### src/rtl/core/ils_pkg.sv
// ----------------------------------------------------------------------------
// ils_pkg: shared types and codes of the indexed list store
// Field widths, action and status codes, and the command word that passes
// from the front end to the list engine.
// ----------------------------------------------------------------------------
package ils_pkg;

    localparam int ACTION_W    = 3;
    localparam int POS_W       = 6;
    localparam int VALUE_W     = 32;
    localparam int STATUS_W    = 2;
    localparam int S_TDATA_W   = 48;
    localparam int CMD_Q_DEPTH = 2;

    localparam logic [ACTION_W-1:0] ACT_GET      = 3'd0;
    localparam logic [ACTION_W-1:0] ACT_INS_HEAD = 3'd1;
    localparam logic [ACTION_W-1:0] ACT_INS_TAIL = 3'd2;
    localparam logic [ACTION_W-1:0] ACT_REMOVE   = 3'd3;
    localparam logic [ACTION_W-1:0] ACT_READ_ALL = 3'd4;

    localparam logic [STATUS_W-1:0] ST_OK    = 2'd0;
    localparam logic [STATUS_W-1:0] ST_RANGE = 2'd1;
    localparam logic [STATUS_W-1:0] ST_FULL  = 2'd2;
    localparam logic [STATUS_W-1:0] ST_EMPTY = 2'd3;

    typedef struct packed {
        logic [ACTION_W-1:0]       action;
        logic [POS_W-1:0]          position;
        logic signed [VALUE_W-1:0] item_value;
    } cmd_t;

endpackage

### src/rtl/core/indexed_list_store_core.sv
// ----------------------------------------------------------------------------
// indexed_list_store_core: linked list of signed values in a slot store
// Front stage, command queue and list engine with a registered result.
// ----------------------------------------------------------------------------
// flow: get and remove walk one link per cycle from the list head; the engine takes a
//   new command only after the result of the last one is loaded, while the front stage
//   and command queue hold further commands; read-all loads its results one by one
//   through S_RD and S_RESP and waits in S_RESP under m_tready stalls
// reset: list empty, free chain in slot order at once through per-slot valid
//   bits; no clearing pass, items accepted from the first cycle after reset
module indexed_list_store_core
#(
    parameter int DEPTH = 16
)
(
    input  logic                                clk,
    input  logic                                rst_n,
    input  logic                                s_tvalid,
    output logic                                s_tready,
    // action [2:0], position [8:3], item_value [40:9], zero pad above
    input  logic [ils_pkg::S_TDATA_W-1:0]       s_tdata,
    output logic                                m_tvalid,
    input  logic                                m_tready,
    // result_value [31:0]
    output logic signed [ils_pkg::VALUE_W-1:0]  m_tdata,
    // status [1:0]
    output logic [ils_pkg::STATUS_W-1:0]        m_tuser,
    output logic                                m_tlast
);

    logic          front_valid;
    logic          front_ready;
    ils_pkg::cmd_t front_cmd;
    logic          queue_valid;
    logic          queue_ready;
    ils_pkg::cmd_t queue_cmd;

    ils_front u_front
    (
        .clk       (clk),
        .rst_n     (rst_n),
        .s_tvalid  (s_tvalid),
        .s_tready  (s_tready),
        .s_tdata   (s_tdata),
        .cmd_valid (front_valid),
        .cmd_ready (front_ready),
        .cmd       (front_cmd)
    );

    ils_cmd_fifo u_cmd_fifo
    (
        .clk        (clk),
        .rst_n      (rst_n),
        .push_valid (front_valid),
        .push_ready (front_ready),
        .push_data  (front_cmd),
        .pop_valid  (queue_valid),
        .pop_ready  (queue_ready),
        .pop_data   (queue_cmd)
    );

    ils_back
    #(
        .DEPTH (DEPTH)
    )
    u_back
    (
        .clk       (clk),
        .rst_n     (rst_n),
        .cmd_valid (queue_valid),
        .cmd_ready (queue_ready),
        .cmd       (queue_cmd),
        .m_tvalid  (m_tvalid),
        .m_tready  (m_tready),
        .m_tdata   (m_tdata),
        .m_tuser   (m_tuser),
        .m_tlast   (m_tlast)
    );

endmodule

### src/rtl/core/ils_front.sv
// ----------------------------------------------------------------------------
// ils_front: input stage of the indexed list store
// Takes input transfers, drops unused action codes and holds one command
// for the command queue.
// ----------------------------------------------------------------------------
module ils_front
(
    input  logic                          clk,
    input  logic                          rst_n,
    input  logic                          s_tvalid,
    output logic                          s_tready,
    // action [2:0], position [8:3], item_value [40:9], zero pad above
    input  logic [ils_pkg::S_TDATA_W-1:0] s_tdata,
    output logic                          cmd_valid,
    input  logic                          cmd_ready,
    output ils_pkg::cmd_t                 cmd
);

    logic          cmd_valid_reg;
    logic          cmd_valid_next;
    ils_pkg::cmd_t cmd_reg;
    ils_pkg::cmd_t in_cmd;
    logic          known_action;

    assign in_cmd.action     = s_tdata[2:0];
    assign in_cmd.position   = s_tdata[8:3];
    assign in_cmd.item_value = s_tdata[40:9];

    assign known_action = (in_cmd.action inside
                           {[ils_pkg::ACT_GET:ils_pkg::ACT_READ_ALL]});

    assign s_tready  = !cmd_valid_reg || cmd_ready;
    assign cmd_valid = cmd_valid_reg;
    assign cmd       = cmd_reg;

    always_comb
    begin
        cmd_valid_next = cmd_valid_reg;
        if (s_tvalid && s_tready)
        begin
            // unused codes are taken and discarded
            cmd_valid_next = known_action;
        end
        else if (cmd_ready)
        begin
            cmd_valid_next = 1'b0;
        end
    end

    always_ff @(posedge clk or negedge rst_n)
    begin
        if (!rst_n)
        begin
            cmd_valid_reg <= 1'b0;
        end
        else
        begin
            cmd_valid_reg <= cmd_valid_next;
        end
    end

    always_ff @(posedge clk)
    begin
        if (s_tvalid && s_tready)
        begin
            cmd_reg <= in_cmd;
        end
    end

endmodule

### src/rtl/core/ils_cmd_fifo.sv
// ----------------------------------------------------------------------------
// ils_cmd_fifo: command queue of the indexed list store
// Short first-in first-out queue between the front end and the list engine.
// ----------------------------------------------------------------------------
module ils_cmd_fifo
(
    input  logic          clk,
    input  logic          rst_n,
    input  logic          push_valid,
    output logic          push_ready,
    input  ils_pkg::cmd_t push_data,
    output logic          pop_valid,
    input  logic          pop_ready,
    output ils_pkg::cmd_t pop_data
);

    localparam int PTR_W = (ils_pkg::CMD_Q_DEPTH > 1) ? $clog2(ils_pkg::CMD_Q_DEPTH) : 1;
    localparam int FILL_W = $clog2(ils_pkg::CMD_Q_DEPTH + 1);
    localparam logic [PTR_W-1:0] LAST_PTR = PTR_W'(ils_pkg::CMD_Q_DEPTH - 1);
    localparam logic [FILL_W-1:0] FULL_FILL = FILL_W'(ils_pkg::CMD_Q_DEPTH);

    ils_pkg::cmd_t     entries_reg [ils_pkg::CMD_Q_DEPTH];
    logic [PTR_W-1:0]  wr_ptr_reg;
    logic [PTR_W-1:0]  rd_ptr_reg;
    logic [FILL_W-1:0] fill_reg;
    logic              do_push;
    logic              do_pop;

    assign push_ready = (fill_reg != FULL_FILL);
    assign pop_valid  = (fill_reg != '0);
    assign pop_data   = entries_reg[rd_ptr_reg];
    assign do_push    = push_valid && push_ready;
    assign do_pop     = pop_valid && pop_ready;

    always_ff @(posedge clk or negedge rst_n)
    begin
        if (!rst_n)
        begin
            wr_ptr_reg <= '0;
            rd_ptr_reg <= '0;
            fill_reg   <= '0;
        end
        else
        begin
            if (do_push)
            begin
                wr_ptr_reg <= (wr_ptr_reg == LAST_PTR) ? '0 : wr_ptr_reg + 1'b1;
            end
            if (do_pop)
            begin
                rd_ptr_reg <= (rd_ptr_reg == LAST_PTR) ? '0 : rd_ptr_reg + 1'b1;
            end
            if (do_push && !do_pop)
            begin
                fill_reg <= fill_reg + 1'b1;
            end
            else if (do_pop && !do_push)
            begin
                fill_reg <= fill_reg - 1'b1;
            end
        end
    end

    always_ff @(posedge clk)
    begin
        if (do_push)
        begin
            entries_reg[wr_ptr_reg] <= push_data;
        end
    end

endmodule

### src/rtl/core/ils_back.sv
// ----------------------------------------------------------------------------
// ils_back: list engine of the indexed list store
// Walks and edits the linked slot store one link read per cycle and drives
// the result register.
// ----------------------------------------------------------------------------
module ils_back
#(
    parameter int DEPTH = 16
)
(
    input  logic                                clk,
    input  logic                                rst_n,
    input  logic                                cmd_valid,
    output logic                                cmd_ready,
    input  ils_pkg::cmd_t                       cmd,
    output logic                                m_tvalid,
    input  logic                                m_tready,
    // result_value [31:0]
    output logic signed [ils_pkg::VALUE_W-1:0]  m_tdata,
    // status [1:0]
    output logic [ils_pkg::STATUS_W-1:0]        m_tuser,
    output logic                                m_tlast
);

    localparam int SLOT_W = (DEPTH > 1) ? $clog2(DEPTH) : 1;
    localparam int CNT_W  = $clog2(DEPTH + 1);
    localparam int CMP_W  = (CNT_W > ils_pkg::POS_W) ? CNT_W : ils_pkg::POS_W;
    localparam logic [CNT_W-1:0]  FULL_CNT  = CNT_W'(DEPTH);
    localparam logic [SLOT_W-1:0] LAST_SLOT = SLOT_W'(DEPTH - 1);

    localparam logic [3:0] S_IDLE   = 4'd0;
    localparam logic [3:0] S_WALK   = 4'd1;
    localparam logic [3:0] S_GETV   = 4'd2;
    localparam logic [3:0] S_UNLINK = 4'd3;
    localparam logic [3:0] S_FREE   = 4'd4;
    localparam logic [3:0] S_INS    = 4'd5;
    localparam logic [3:0] S_TAIL   = 4'd6;
    localparam logic [3:0] S_RD     = 4'd7;
    localparam logic [3:0] S_RESP   = 4'd8;

    function automatic logic [SLOT_W-1:0] slot_after(input logic [SLOT_W-1:0] s);
        return (s == LAST_SLOT) ? '0 : s + 1'b1;
    endfunction

    // slot store
    logic [SLOT_W-1:0]                link_mem [DEPTH];
    logic signed [ils_pkg::VALUE_W-1:0] value_mem [DEPTH];
    logic [DEPTH-1:0]                 link_valid_reg;
    logic [SLOT_W-1:0]                link_rdata_reg;
    logic                             link_rvalid_reg;
    logic signed [ils_pkg::VALUE_W-1:0] value_rdata_reg;
    logic [SLOT_W-1:0]                link_q;

    logic                             link_we;
    logic [SLOT_W-1:0]                link_waddr;
    logic [SLOT_W-1:0]                link_wdata;
    logic                             value_we;

    // control
    logic [3:0]                    state_reg, state_next;
    logic [SLOT_W-1:0]             first_reg, first_next;
    logic [SLOT_W-1:0]             last_reg, last_next;
    logic [SLOT_W-1:0]             free_reg, free_next;
    logic [CNT_W-1:0]              count_reg, count_next;
    logic [SLOT_W-1:0]             cur_reg, cur_next;
    logic [SLOT_W-1:0]             prev_reg, prev_next;
    logic [CNT_W-1:0]              steps_reg, steps_next;
    logic [ils_pkg::ACTION_W-1:0]  op_reg, op_next;
    logic                          pos_zero_reg, pos_zero_next;
    logic signed [ils_pkg::VALUE_W-1:0] ins_value_reg, ins_value_next;
    logic signed [ils_pkg::VALUE_W-1:0] resp_value_reg, resp_value_next;
    logic [ils_pkg::STATUS_W-1:0]  resp_status_reg, resp_status_next;
    logic                          resp_last_reg, resp_last_next;

    // result register
    logic                               out_valid_reg;
    logic signed [ils_pkg::VALUE_W-1:0] out_value_reg;
    logic [ils_pkg::STATUS_W-1:0]       out_status_reg;
    logic                               out_last_reg;
    logic                               out_load;

    logic [CMP_W-1:0] pos_c;
    logic [CMP_W-1:0] cnt_c;

    // a slot never written still holds its place in the reset free chain
    assign link_q = link_rvalid_reg ? link_rdata_reg : slot_after(cur_reg);

    assign pos_c = CMP_W'(cmd.position);
    assign cnt_c = CMP_W'(count_reg);

    assign m_tvalid = out_valid_reg;
    assign m_tdata  = out_value_reg;
    assign m_tuser  = out_status_reg;
    assign m_tlast  = out_last_reg;

    always_comb
    begin
        state_next       = state_reg;
        first_next       = first_reg;
        last_next        = last_reg;
        free_next        = free_reg;
        count_next       = count_reg;
        cur_next         = cur_reg;
        prev_next        = prev_reg;
        steps_next       = steps_reg;
        op_next          = op_reg;
        pos_zero_next    = pos_zero_reg;
        ins_value_next   = ins_value_reg;
        resp_value_next  = resp_value_reg;
        resp_status_next = resp_status_reg;
        resp_last_next   = resp_last_reg;
        link_we          = 1'b0;
        link_waddr       = cur_reg;
        link_wdata       = '0;
        value_we         = 1'b0;
        out_load         = 1'b0;
        cmd_ready        = 1'b0;

        case (state_reg)
            S_IDLE:
            begin
                cmd_ready = 1'b1;
                if (cmd_valid)
                begin
                    op_next          = cmd.action;
                    pos_zero_next    = (cmd.position == '0);
                    ins_value_next   = cmd.item_value;
                    resp_value_next  = '0;
                    resp_status_next = ils_pkg::ST_OK;
                    resp_last_next   = 1'b1;
                    case (cmd.action)
                        ils_pkg::ACT_GET:
                        begin
                            if (pos_c >= cnt_c)
                            begin
                                resp_value_next  = '1;
                                resp_status_next = ils_pkg::ST_RANGE;
                                state_next       = S_RESP;
                            end
                            else
                            begin
                                cur_next   = first_reg;
                                steps_next = CNT_W'(cmd.position);
                                state_next = S_WALK;
                            end
                        end
                        ils_pkg::ACT_INS_HEAD, ils_pkg::ACT_INS_TAIL:
                        begin
                            if (count_reg == FULL_CNT)
                            begin
                                resp_status_next = ils_pkg::ST_FULL;
                                state_next       = S_RESP;
                            end
                            else
                            begin
                                cur_next   = free_reg;
                                state_next = S_INS;
                            end
                        end
                        ils_pkg::ACT_REMOVE:
                        begin
                            if (pos_c >= cnt_c)
                            begin
                                resp_status_next = ils_pkg::ST_RANGE;
                                state_next       = S_RESP;
                            end
                            else
                            begin
                                // stop at the predecessor, or at the head itself
                                cur_next   = first_reg;
                                steps_next = (cmd.position == '0) ? '0
                                           : CNT_W'(cmd.position - 1'b1);
                                state_next = S_WALK;
                            end
                        end
                        ils_pkg::ACT_READ_ALL:
                        begin
                            if (count_reg == '0)
                            begin
                                resp_status_next = ils_pkg::ST_EMPTY;
                                state_next       = S_RESP;
                            end
                            else
                            begin
                                cur_next   = first_reg;
                                steps_next = count_reg;
                                state_next = S_RD;
                            end
                        end
                        default:
                        begin
                            state_next = S_IDLE;
                        end
                    endcase
                end
            end

            S_WALK:
            begin
                if (steps_reg == '0)
                begin
                    if (op_reg == ils_pkg::ACT_GET)
                    begin
                        state_next = S_GETV;
                    end
                    else if (pos_zero_reg)
                    begin
                        first_next = link_q;
                        if (count_reg == CNT_W'(1))
                        begin
                            last_next = '0;
                        end
                        state_next = S_FREE;
                    end
                    else
                    begin
                        prev_next  = cur_reg;
                        cur_next   = link_q;
                        state_next = S_UNLINK;
                    end
                end
                else
                begin
                    cur_next   = link_q;
                    steps_next = steps_reg - 1'b1;
                end
            end

            S_GETV:
            begin
                resp_value_next = value_rdata_reg;
                state_next      = S_RESP;
            end

            S_UNLINK:
            begin
                link_we    = 1'b1;
                link_waddr = prev_reg;
                link_wdata = link_q;
                if (cur_reg == last_reg)
                begin
                    last_next = prev_reg;
                end
                state_next = S_FREE;
            end

            S_FREE:
            begin
                link_we    = 1'b1;
                link_waddr = cur_reg;
                link_wdata = free_reg;
                free_next  = cur_reg;
                count_next = count_reg - 1'b1;
                state_next = S_RESP;
            end

            S_INS:
            begin
                free_next = link_q;
                value_we  = 1'b1;
                link_we   = 1'b1;
                if (op_reg == ils_pkg::ACT_INS_HEAD)
                begin
                    link_wdata = first_reg;
                    first_next = cur_reg;
                    if (count_reg == '0)
                    begin
                        last_next = cur_reg;
                    end
                    count_next = count_reg + 1'b1;
                    state_next = S_RESP;
                end
                else if (count_reg == '0)
                begin
                    first_next = cur_reg;
                    last_next  = cur_reg;
                    count_next = count_reg + 1'b1;
                    state_next = S_RESP;
                end
                else
                begin
                    state_next = S_TAIL;
                end
            end

            S_TAIL:
            begin
                // hook the new slot behind the old tail
                link_we    = 1'b1;
                link_waddr = last_reg;
                link_wdata = cur_reg;
                last_next  = cur_reg;
                count_next = count_reg + 1'b1;
                state_next = S_RESP;
            end

            S_RD:
            begin
                resp_value_next  = value_rdata_reg;
                resp_status_next = ils_pkg::ST_OK;
                resp_last_next   = (steps_reg == CNT_W'(1));
                state_next       = S_RESP;
            end

            S_RESP:
            begin
                if (!out_valid_reg || m_tready)
                begin
                    out_load = 1'b1;
                    if (resp_last_reg)
                    begin
                        state_next = S_IDLE;
                    end
                    else
                    begin
                        cur_next   = link_q;
                        steps_next = steps_reg - 1'b1;
                        state_next = S_RD;
                    end
                end
            end

            default:
            begin
                state_next = S_IDLE;
            end
        endcase
    end

    always_ff @(posedge clk or negedge rst_n)
    begin
        if (!rst_n)
        begin
            state_reg       <= S_IDLE;
            first_reg       <= '0;
            last_reg        <= '0;
            free_reg        <= '0;
            count_reg       <= '0;
            cur_reg         <= '0;
            resp_last_reg   <= 1'b0;
            out_valid_reg   <= 1'b0;
            link_valid_reg  <= '0;
            link_rvalid_reg <= 1'b0;
        end
        else
        begin
            state_reg       <= state_next;
            first_reg       <= first_next;
            last_reg        <= last_next;
            free_reg        <= free_next;
            count_reg       <= count_next;
            cur_reg         <= cur_next;
            resp_last_reg   <= resp_last_next;
            link_rvalid_reg <= link_valid_reg[cur_next];
            if (link_we)
            begin
                link_valid_reg[link_waddr] <= 1'b1;
            end
            if (out_load)
            begin
                out_valid_reg <= 1'b1;
            end
            else if (m_tready)
            begin
                out_valid_reg <= 1'b0;
            end
        end
    end

    always_ff @(posedge clk)
    begin
        prev_reg        <= prev_next;
        steps_reg       <= steps_next;
        op_reg          <= op_next;
        pos_zero_reg    <= pos_zero_next;
        ins_value_reg   <= ins_value_next;
        resp_value_reg  <= resp_value_next;
        resp_status_reg <= resp_status_next;
        if (out_load)
        begin
            out_value_reg  <= resp_value_reg;
            out_status_reg <= resp_status_reg;
            out_last_reg   <= resp_last_reg;
        end
    end

    // link and value memories, read data registered at the slot being visited
    always_ff @(posedge clk)
    begin
        if (link_we)
        begin
            link_mem[link_waddr] <= link_wdata;
        end
        link_rdata_reg <= link_mem[cur_next];
    end

    always_ff @(posedge clk)
    begin
        if (value_we)
        begin
            value_mem[cur_reg] <= ins_value_reg;
        end
        value_rdata_reg <= value_mem[cur_next];
    end

    a_count_bound: assert property (@(posedge clk) disable iff (!rst_n)
        count_reg <= FULL_CNT)
        else $error("entry count above depth");

    a_ins_not_full: assert property (@(posedge clk) disable iff (!rst_n)
        (state_reg == S_INS) |-> (count_reg != FULL_CNT))
        else $error("insert started on a full list");

    a_free_dec: assert property (@(posedge clk) disable iff (!rst_n)
        (state_reg == S_FREE) |=> (count_reg == $past(count_reg) - 1'b1))
        else $error("slot freed without count decrement");

    a_rd_steps: assert property (@(posedge clk) disable iff (!rst_n)
        (state_reg == S_RD) |-> (steps_reg != '0))
        else $error("read-out beyond the list length");

endmodule
### config.mk
export PLATFORM = sky130hd
export DESIGN_NAME = indexed_list_store_core
export DESIGN_NICKNAME = d
export VERILOG_FILES = /design/src/rtl/core/ils_pkg.sv /design/src/rtl/core/indexed_list_store_core.sv /design/src/rtl/core/ils_front.sv /design/src/rtl/core/ils_cmd_fifo.sv /design/src/rtl/core/ils_back.sv
export SDC_FILE = /design/constraint.sdc
export NUM_CORES = 1
export LEC_CHECK = 0
export BUFFER_PORTS_ARGS = -buffer_cell sky130_fd_sc_hd__buf_2
export CAP_MARGIN = 5
export CORE_MARGIN = 2
export CORE_UTILIZATION = 60
export CTS_BUF_LIST = sky130_fd_sc_hd__clkbuf_4 sky130_fd_sc_hd__clkbuf_8 sky130_fd_sc_hd__clkbuf_16
export DETAILED_ROUTE_END_ITERATION = 8
export PLACE_DENSITY = 0.77
export SETUP_SLACK_MARGIN = 0.3
export SLEW_MARGIN = 15
export SYNTH_ARGS = -nofsm -noshare
export SYNTH_HDL_FRONTEND = slang
export SYNTH_SLANG_ARGS = --single-unit
### constraint.sdc
create_clock -name clk -period 15 [get_ports clk]
set_input_delay 0.75 -clock clk [delete_from_list [all_inputs] [get_ports clk]]
set_output_delay 0.75 -clock clk [all_outputs]
set_load 0.05 [all_outputs]
After elaboration in Yosys (flattened, before gate mapping)
Memories as Yosys holds them, arrays and structs flattened. A register that Yosys moved wholly into a read port is not among the register bits. Index checks and enable logic that the tools add are counted.

Bits in registers: 204. Memory bits (writable): 658. Output and inout port bits: 37. Logic and storage cells: 216. Memories: 3.

Memory list: u_back.value_mem (words 16, width 32, read ports 1, clocked after memory_dff 1, wr ports 1, RTL line ils_back.sv:47) `logic signed [ils_pkg::VALUE_W-1:0] value_mem [DEPTH];`; u_cmd_fifo.entries_reg (words 2, width 41, read ports 1, clocked after memory_dff 0, wr ports 1, RTL line ils_cmd_fifo.sv:22) `ils_pkg::cmd_t entries_reg [ils_pkg::CMD_Q_DEPTH];`; u_back.link_mem (words 16, width 4, read ports 1, clocked after memory_dff 1, wr ports 1, RTL line ils_back.sv:46) `logic [SLOT_W-1:0] link_mem [DEPTH];`.

$add $sub $neg: 9. Order comparisons: 6. Equal/unequal tests: 34. Multiplexer cells: 90. Bitwise logic cells: 3. Reduce and logical (&&, ||, !) cells: 44.

Operator list (number): two-way mux 4 bit (31); two-way mux 32 bit (3); one-hot mux 32 bit (2 select lines) (1); two-way mux 5 bit (10); one-hot mux 5 bit (3 select lines) (3); one-hot mux 4 bit (3 select lines) (3); one-hot mux 4 bit (4 select lines) (2); one-hot mux 4 bit (2 select lines) (3); one-hot mux 4 bit (6 select lines) (1); two-way mux 1 bit (21); equality test 4 x 3 -> 1 bit (second input constant) (4); OR 16 bit (1); nonzero test 2 bit (8); subtractor 5 x 1 -> 5 bit (second input constant) (3); != test 2 x 1 -> 1 bit (second input constant) (6); equality test 5 x 1 -> 1 bit (second input constant) (2); zero test 5 bit (2); < comparator 4 x 5 -> 1 bit (second input constant) (2); two-way mux 2 bit (5); != test 2 bit (second input constant) (5); != test 3 bit (second input constant) (3); AND reduction 9 bit (1); equality test 4 x 2 -> 1 bit (second input constant) (2); equality test 4 bit (second input constant) (2); other kinds (38) (62).

Longest topological paths before layout
Word-level depth: 9. Gate-level depth with buffers: 17.

Modules after synthesis
From an unflattened synthesis, not the netlist that was laid out.

Cell total of the unflattened synthesis: 1954. Area total of the unflattened synthesis: 35013.6 um^2.

Modules (own cells, without submodules): ils_back (times used 1, cells each 1762, area each 30365.4 um^2, sequential area each 22541.6 um^2); ils_cmd_fifo (times used 1, cells each 146, area each 3355.7 um^2, sequential area each 2562.5 um^2); ils_front (times used 1, cells each 46, area each 1292.5 um^2, sequential area each 1256.2 um^2).

Least setup slack after synthesis
No wires, ideal clock.

Path type: reg-to-reg. From: reg u_back.state_reg[3]. To: mem u_back.value_mem[0][0] (netlist name), enable pin. Setup time: 501 ps. Arrival: 4338 ps. Data required time: 14499 ps. Slack: 10161 ps. Stages on the path, launching flop included: 6. Path buffers: 1. Path through: dfrtp_1 buf_2 nand2b_1 nor2_1 nand2_1 nor4_1.

Word-level cells in the longest chain between the ends: 4.

RTL lines: start, declared (RTL line ils_back.sv:60) `logic [3:0] state_reg, state_next;`; start signal, assigned (RTL line ils_back.sv:347) `state_reg <= state_next;`; equality test 4 x 3 -> 1 bit (RTL line ils_back.sv:119) `case (state_reg)`; two-way mux 1 bit (RTL line ils_back.sv:119); two-way mux 1 bit (RTL line ils_back.sv:399) `if (value_we)`; two-way mux 1 bit (implied by the code) (RTL line ils_back.sv:401) `value_mem[cur_reg] <= ins_value_reg;`; end, declared (RTL line ils_back.sv:47).

Every way passes these cells.

Worst setup path in the final report
From: reg u_cmd_fifo.rd_ptr_reg. To: reg u_back.value_rdata_reg[30] (netlist name) (read register of u_back.value_mem).

Word-level cells in the longest chain between the ends: 6. Elaborated cells between the ends (all ways): 13. Those cells by class: order compare: 1; eq/ne: 4; mux: 4; reduce/logical: 3; memory: 1.

RTL lines: start, declared (RTL line ils_cmd_fifo.sv:24) `logic [PTR_W-1:0] rd_ptr_reg;`; start signal, assigned (RTL line ils_cmd_fifo.sv:51) `rd_ptr_reg <= (rd_ptr_reg == LAST_PTR) ? '0 : rd_ptr_reg + 1'b1;`; memory (2 x 41 bit) (*); greater-or-equal comparator 6 x 5 -> 1 bit (tied with other cells) (RTL line ils_back.sv:134, ils_back.sv:162); two-way mux 4 bit (tied with other cells) (RTL line ils_back.sv:134, ils_back.sv:162); one-hot mux 4 bit (3 select lines) (*) (RTL line ils_back.sv:131) `case (cmd.action)`; two-way mux 4 bit (*) (RTL line ils_back.sv:123) `if (cmd_valid)`; one-hot mux 4 bit (3 select lines) (*) (RTL line ils_back.sv:119); end, declared (RTL line ils_back.sv:51) `logic signed [ils_pkg::VALUE_W-1:0] value_rdata_reg;`.

Mark *: on every way between the ends. The rest lies on a longest branch, timed or not. A chain may end at the register's enable or synchronous reset.

==> summary.txt <==
Power and ir drop
  • Leakage power: 13.55 nW
  • PwrDens: 230.0 nW/µm²
  • Worst vdd ir: 0.0004693 V
  • Power after layout: 8.997 mW

Cells and area
  • Share of post-route cells with drive strength above 1: 16.13%
  • Ant diodes: 0
  • Most common cell after layout, fill and taps aside: edfxtp_1
  • Area Overhead vs Synth: 11.60%
  • Final Core Density: 67.81%
  • Layout Nets: 2287
  • Commonest cells after routing, fill and taps aside: edfxtp_1, mux2i_1, o21ai_0
  • Max FFs per register: 512

Yosys
  • Synth Net Count: 2214
  • Distinct cells, synth: 84
  • Post-Synthesis Cell Area: 35060 µm²
  • Sequential fraction of the synthesis area: 75.19%
  • EDFF count, synth: 813
  • Syn Inst Count: 2145
  • Area contributors post-synth: edfxtp_1, mux2i_1, dfrtp_1
  • Yosys reg bits: 898
  • Share of flip-flops with an asynchronous set or reset: 5.457%
  • Largest area contributor in the netlist: edfxtp_1
  • Post-synth top area share: 69.64%
  • Avg Cell Area, Syn: 16.34 µm²
  • Top_reg_cell synth: edfxtp_1
  • YS warnings: 0

STA
  • Worst slew margin: 19.02%
  • Tcrit/Tclk final: 45.52%
  • Total negative slack: 0 ps
  • Slew of the pin with the lowest slew margin: 1215 ps
  • Final setup fails: 0
  • Setup Skew: 22.83 ps
  • Final Hold Fails: 0
  • Fin crit period: 6828 ps
  • FMAX: 146.5 MHz
  • Max-slew violations: 0
  • RSZ-0062 raised after global routing: false

Setup path
  • Crit path launch type: register
  • CP Class: reg2reg
  • Worst EP arrival: 7330 ps
  • Critical Path RT: 15500 ps
  • Crit-path max FO: 97
  • CP endpoint kind: register

Routing
  • Via/cell ratio: 6.393
  • Drt wl/cell: 24.75 µm
  • Via count: 19518
  • # DRC: 0
  • Detailed Route WL: 75550 µm
  • Final antenna-violating net count: 0
  • Pre-antenna DRT Iters: 6
  • DR iter-0 viols: 2073

Clock tree
  • Clock Latency Late Sink: 630 ps
  • CTS root buf: clkbuf_16
  • H-tree depth: 3
  • Cts hold-fix bufs: 0
  • Resized Gates After CTS: 0
  • Post-CTS setup buffer count: 0
  • CTS tree: yes
  • Cts bufs inserted: 84
  • CTS clk-pin slew, worst paths: 60 ps
  • CTS sink count: 898
  • CTS max path bufs: 3

Worst hold path
  • Worst Hold Class: in2async

Floorplan
  • IO Pins: 89
  • Starting Density: 60.76%
  • FP Rows: 88
  • Die Y: 245.7 µm
  • Die W: 245.7 µm
  • Die ar.: 60380 µm²
  • Core area: 57700 µm²

Global routing
  • First-pass GRT wire length: 113500 µm
  • Initial antenna violation count: 2
  • Vias in the first global route: 19285
  • Final global-route overflow total: 0
  • Largest net degree at the start of global routing: 98
  • GRT Total Usage: 25.08%

Placed design
  • Gp weighted congestion: 0.8730
  • Port Buf Inserts: 81
  • Post-DP HPWL: 39410 µm

Job
  • Total of max-cap violations: 0

Run status
  • Status: complete, no violations
## report_power, final
group	internal (mW)	total [mW]	switching (mW)	leakage (nW)
registers	3.37	3.70	0.338	8.32
logic	1.13	3.14	2.02	3.82
clock network	1.27	2.15	0.882	1.41
total	5.76	9.00	3.24	13.6
## cell type report
type,instances,area [µm²]
Timing Repair Buffer,118,683.2
Fill cell,3730,18570
Sequential cell,898,26360
Clock inverter,48,500.5
Multi-Input combinational cell,1091,8183
Inverter,25,96.34
Tap cell,765,957.2
Clock buffer,108,2342
## final timing paths
check	from	to	slack, ps	cells after the start
min in group clk	s_tdata[20]	u_front.cmd[11]	300	1
worst max-delay path	u_cmd_fifo.rd_ptr_reg	u_back.value_rdata_reg[30]	8170	15
max in group asynchronous	rst_n	u_cmd_fifo.rd_ptr_reg	14280	2
worst max register to register	u_cmd_fifo.rd_ptr_reg	u_back.value_rdata_reg[30]	8170	15
worst min register to register	u_back.resp_value_reg[2]	u_back.m_tdata[2]	420	0
worst min-delay path	rst_n	u_back.count_reg[3]	240	2
## kinds of logic after synthesis
group	synth area share (%)
DFF	75.19
AOI/OAI and AO/OA	8.955
and+or+nand+nor	5.386
muxes	7.338
buffers and inverters	1.974
xor gates and xnor gates	0.5496
adders and majority gates	0.6067
## worst max-delay path, stage by stage, from the launching register on
cell       delay, ps
dfrtp_2          340
buf_4            490
mux2i_1          540
inv_1             90
ha_1             290
a21oi_1           70
o21a_1           220
o21ai_1          540
o21ai_4          100
buf_4            330
nand2_8          700
buf_4            870
buf_4            910
mux2i_1          330
o2111ai_1        170
or3_1            420
## cells in the mapped netlist (34+ instances only)
library cell  count
a21o_1           34
edfxtp_1        813
dfxtp_1          36
mux2i_1         212
nand3_1         104
nor2_1           62
clkbuf_1         72
mux2_2           39
buf_2            43
o21ai_0         119
o22ai_1          88
nand2_1          36
a211o_1          93
dfrtp_1          49
## per-stage QoR
| step | hold WS, ps | worst slack [ps] | instances | instance area (µm²) |
|---|---|---|---|---|
| after floorplan | 400.3 | 10160 | 2145 | 35060 |
| after global placement | 404.1 | 8417 | 2897 | 36270 |
| after detailed placement | 404.5 | 8252 | 2897 | 36270 |
| after CTS | 254.6 | 8233 | 3053 | 39120 |
| after global routing | 284.3 | 7739 | 3053 | 39120 |
| final | 241.3 | 8172 | 3053 | 39120 |
## routing by layer
layer | wire [µm] | up-vias | track usage, %
li1 | - | 8626 | -
met1 | 29480 | 9726 | 33.46
met2 | 37020 | 1014 | 41.19
met3 | 7303 | 152 | 5.664
met4 | 1741 | 0 | 8.289
met5 | 0 | - | 0
Power figures use the tool's default switching activity.
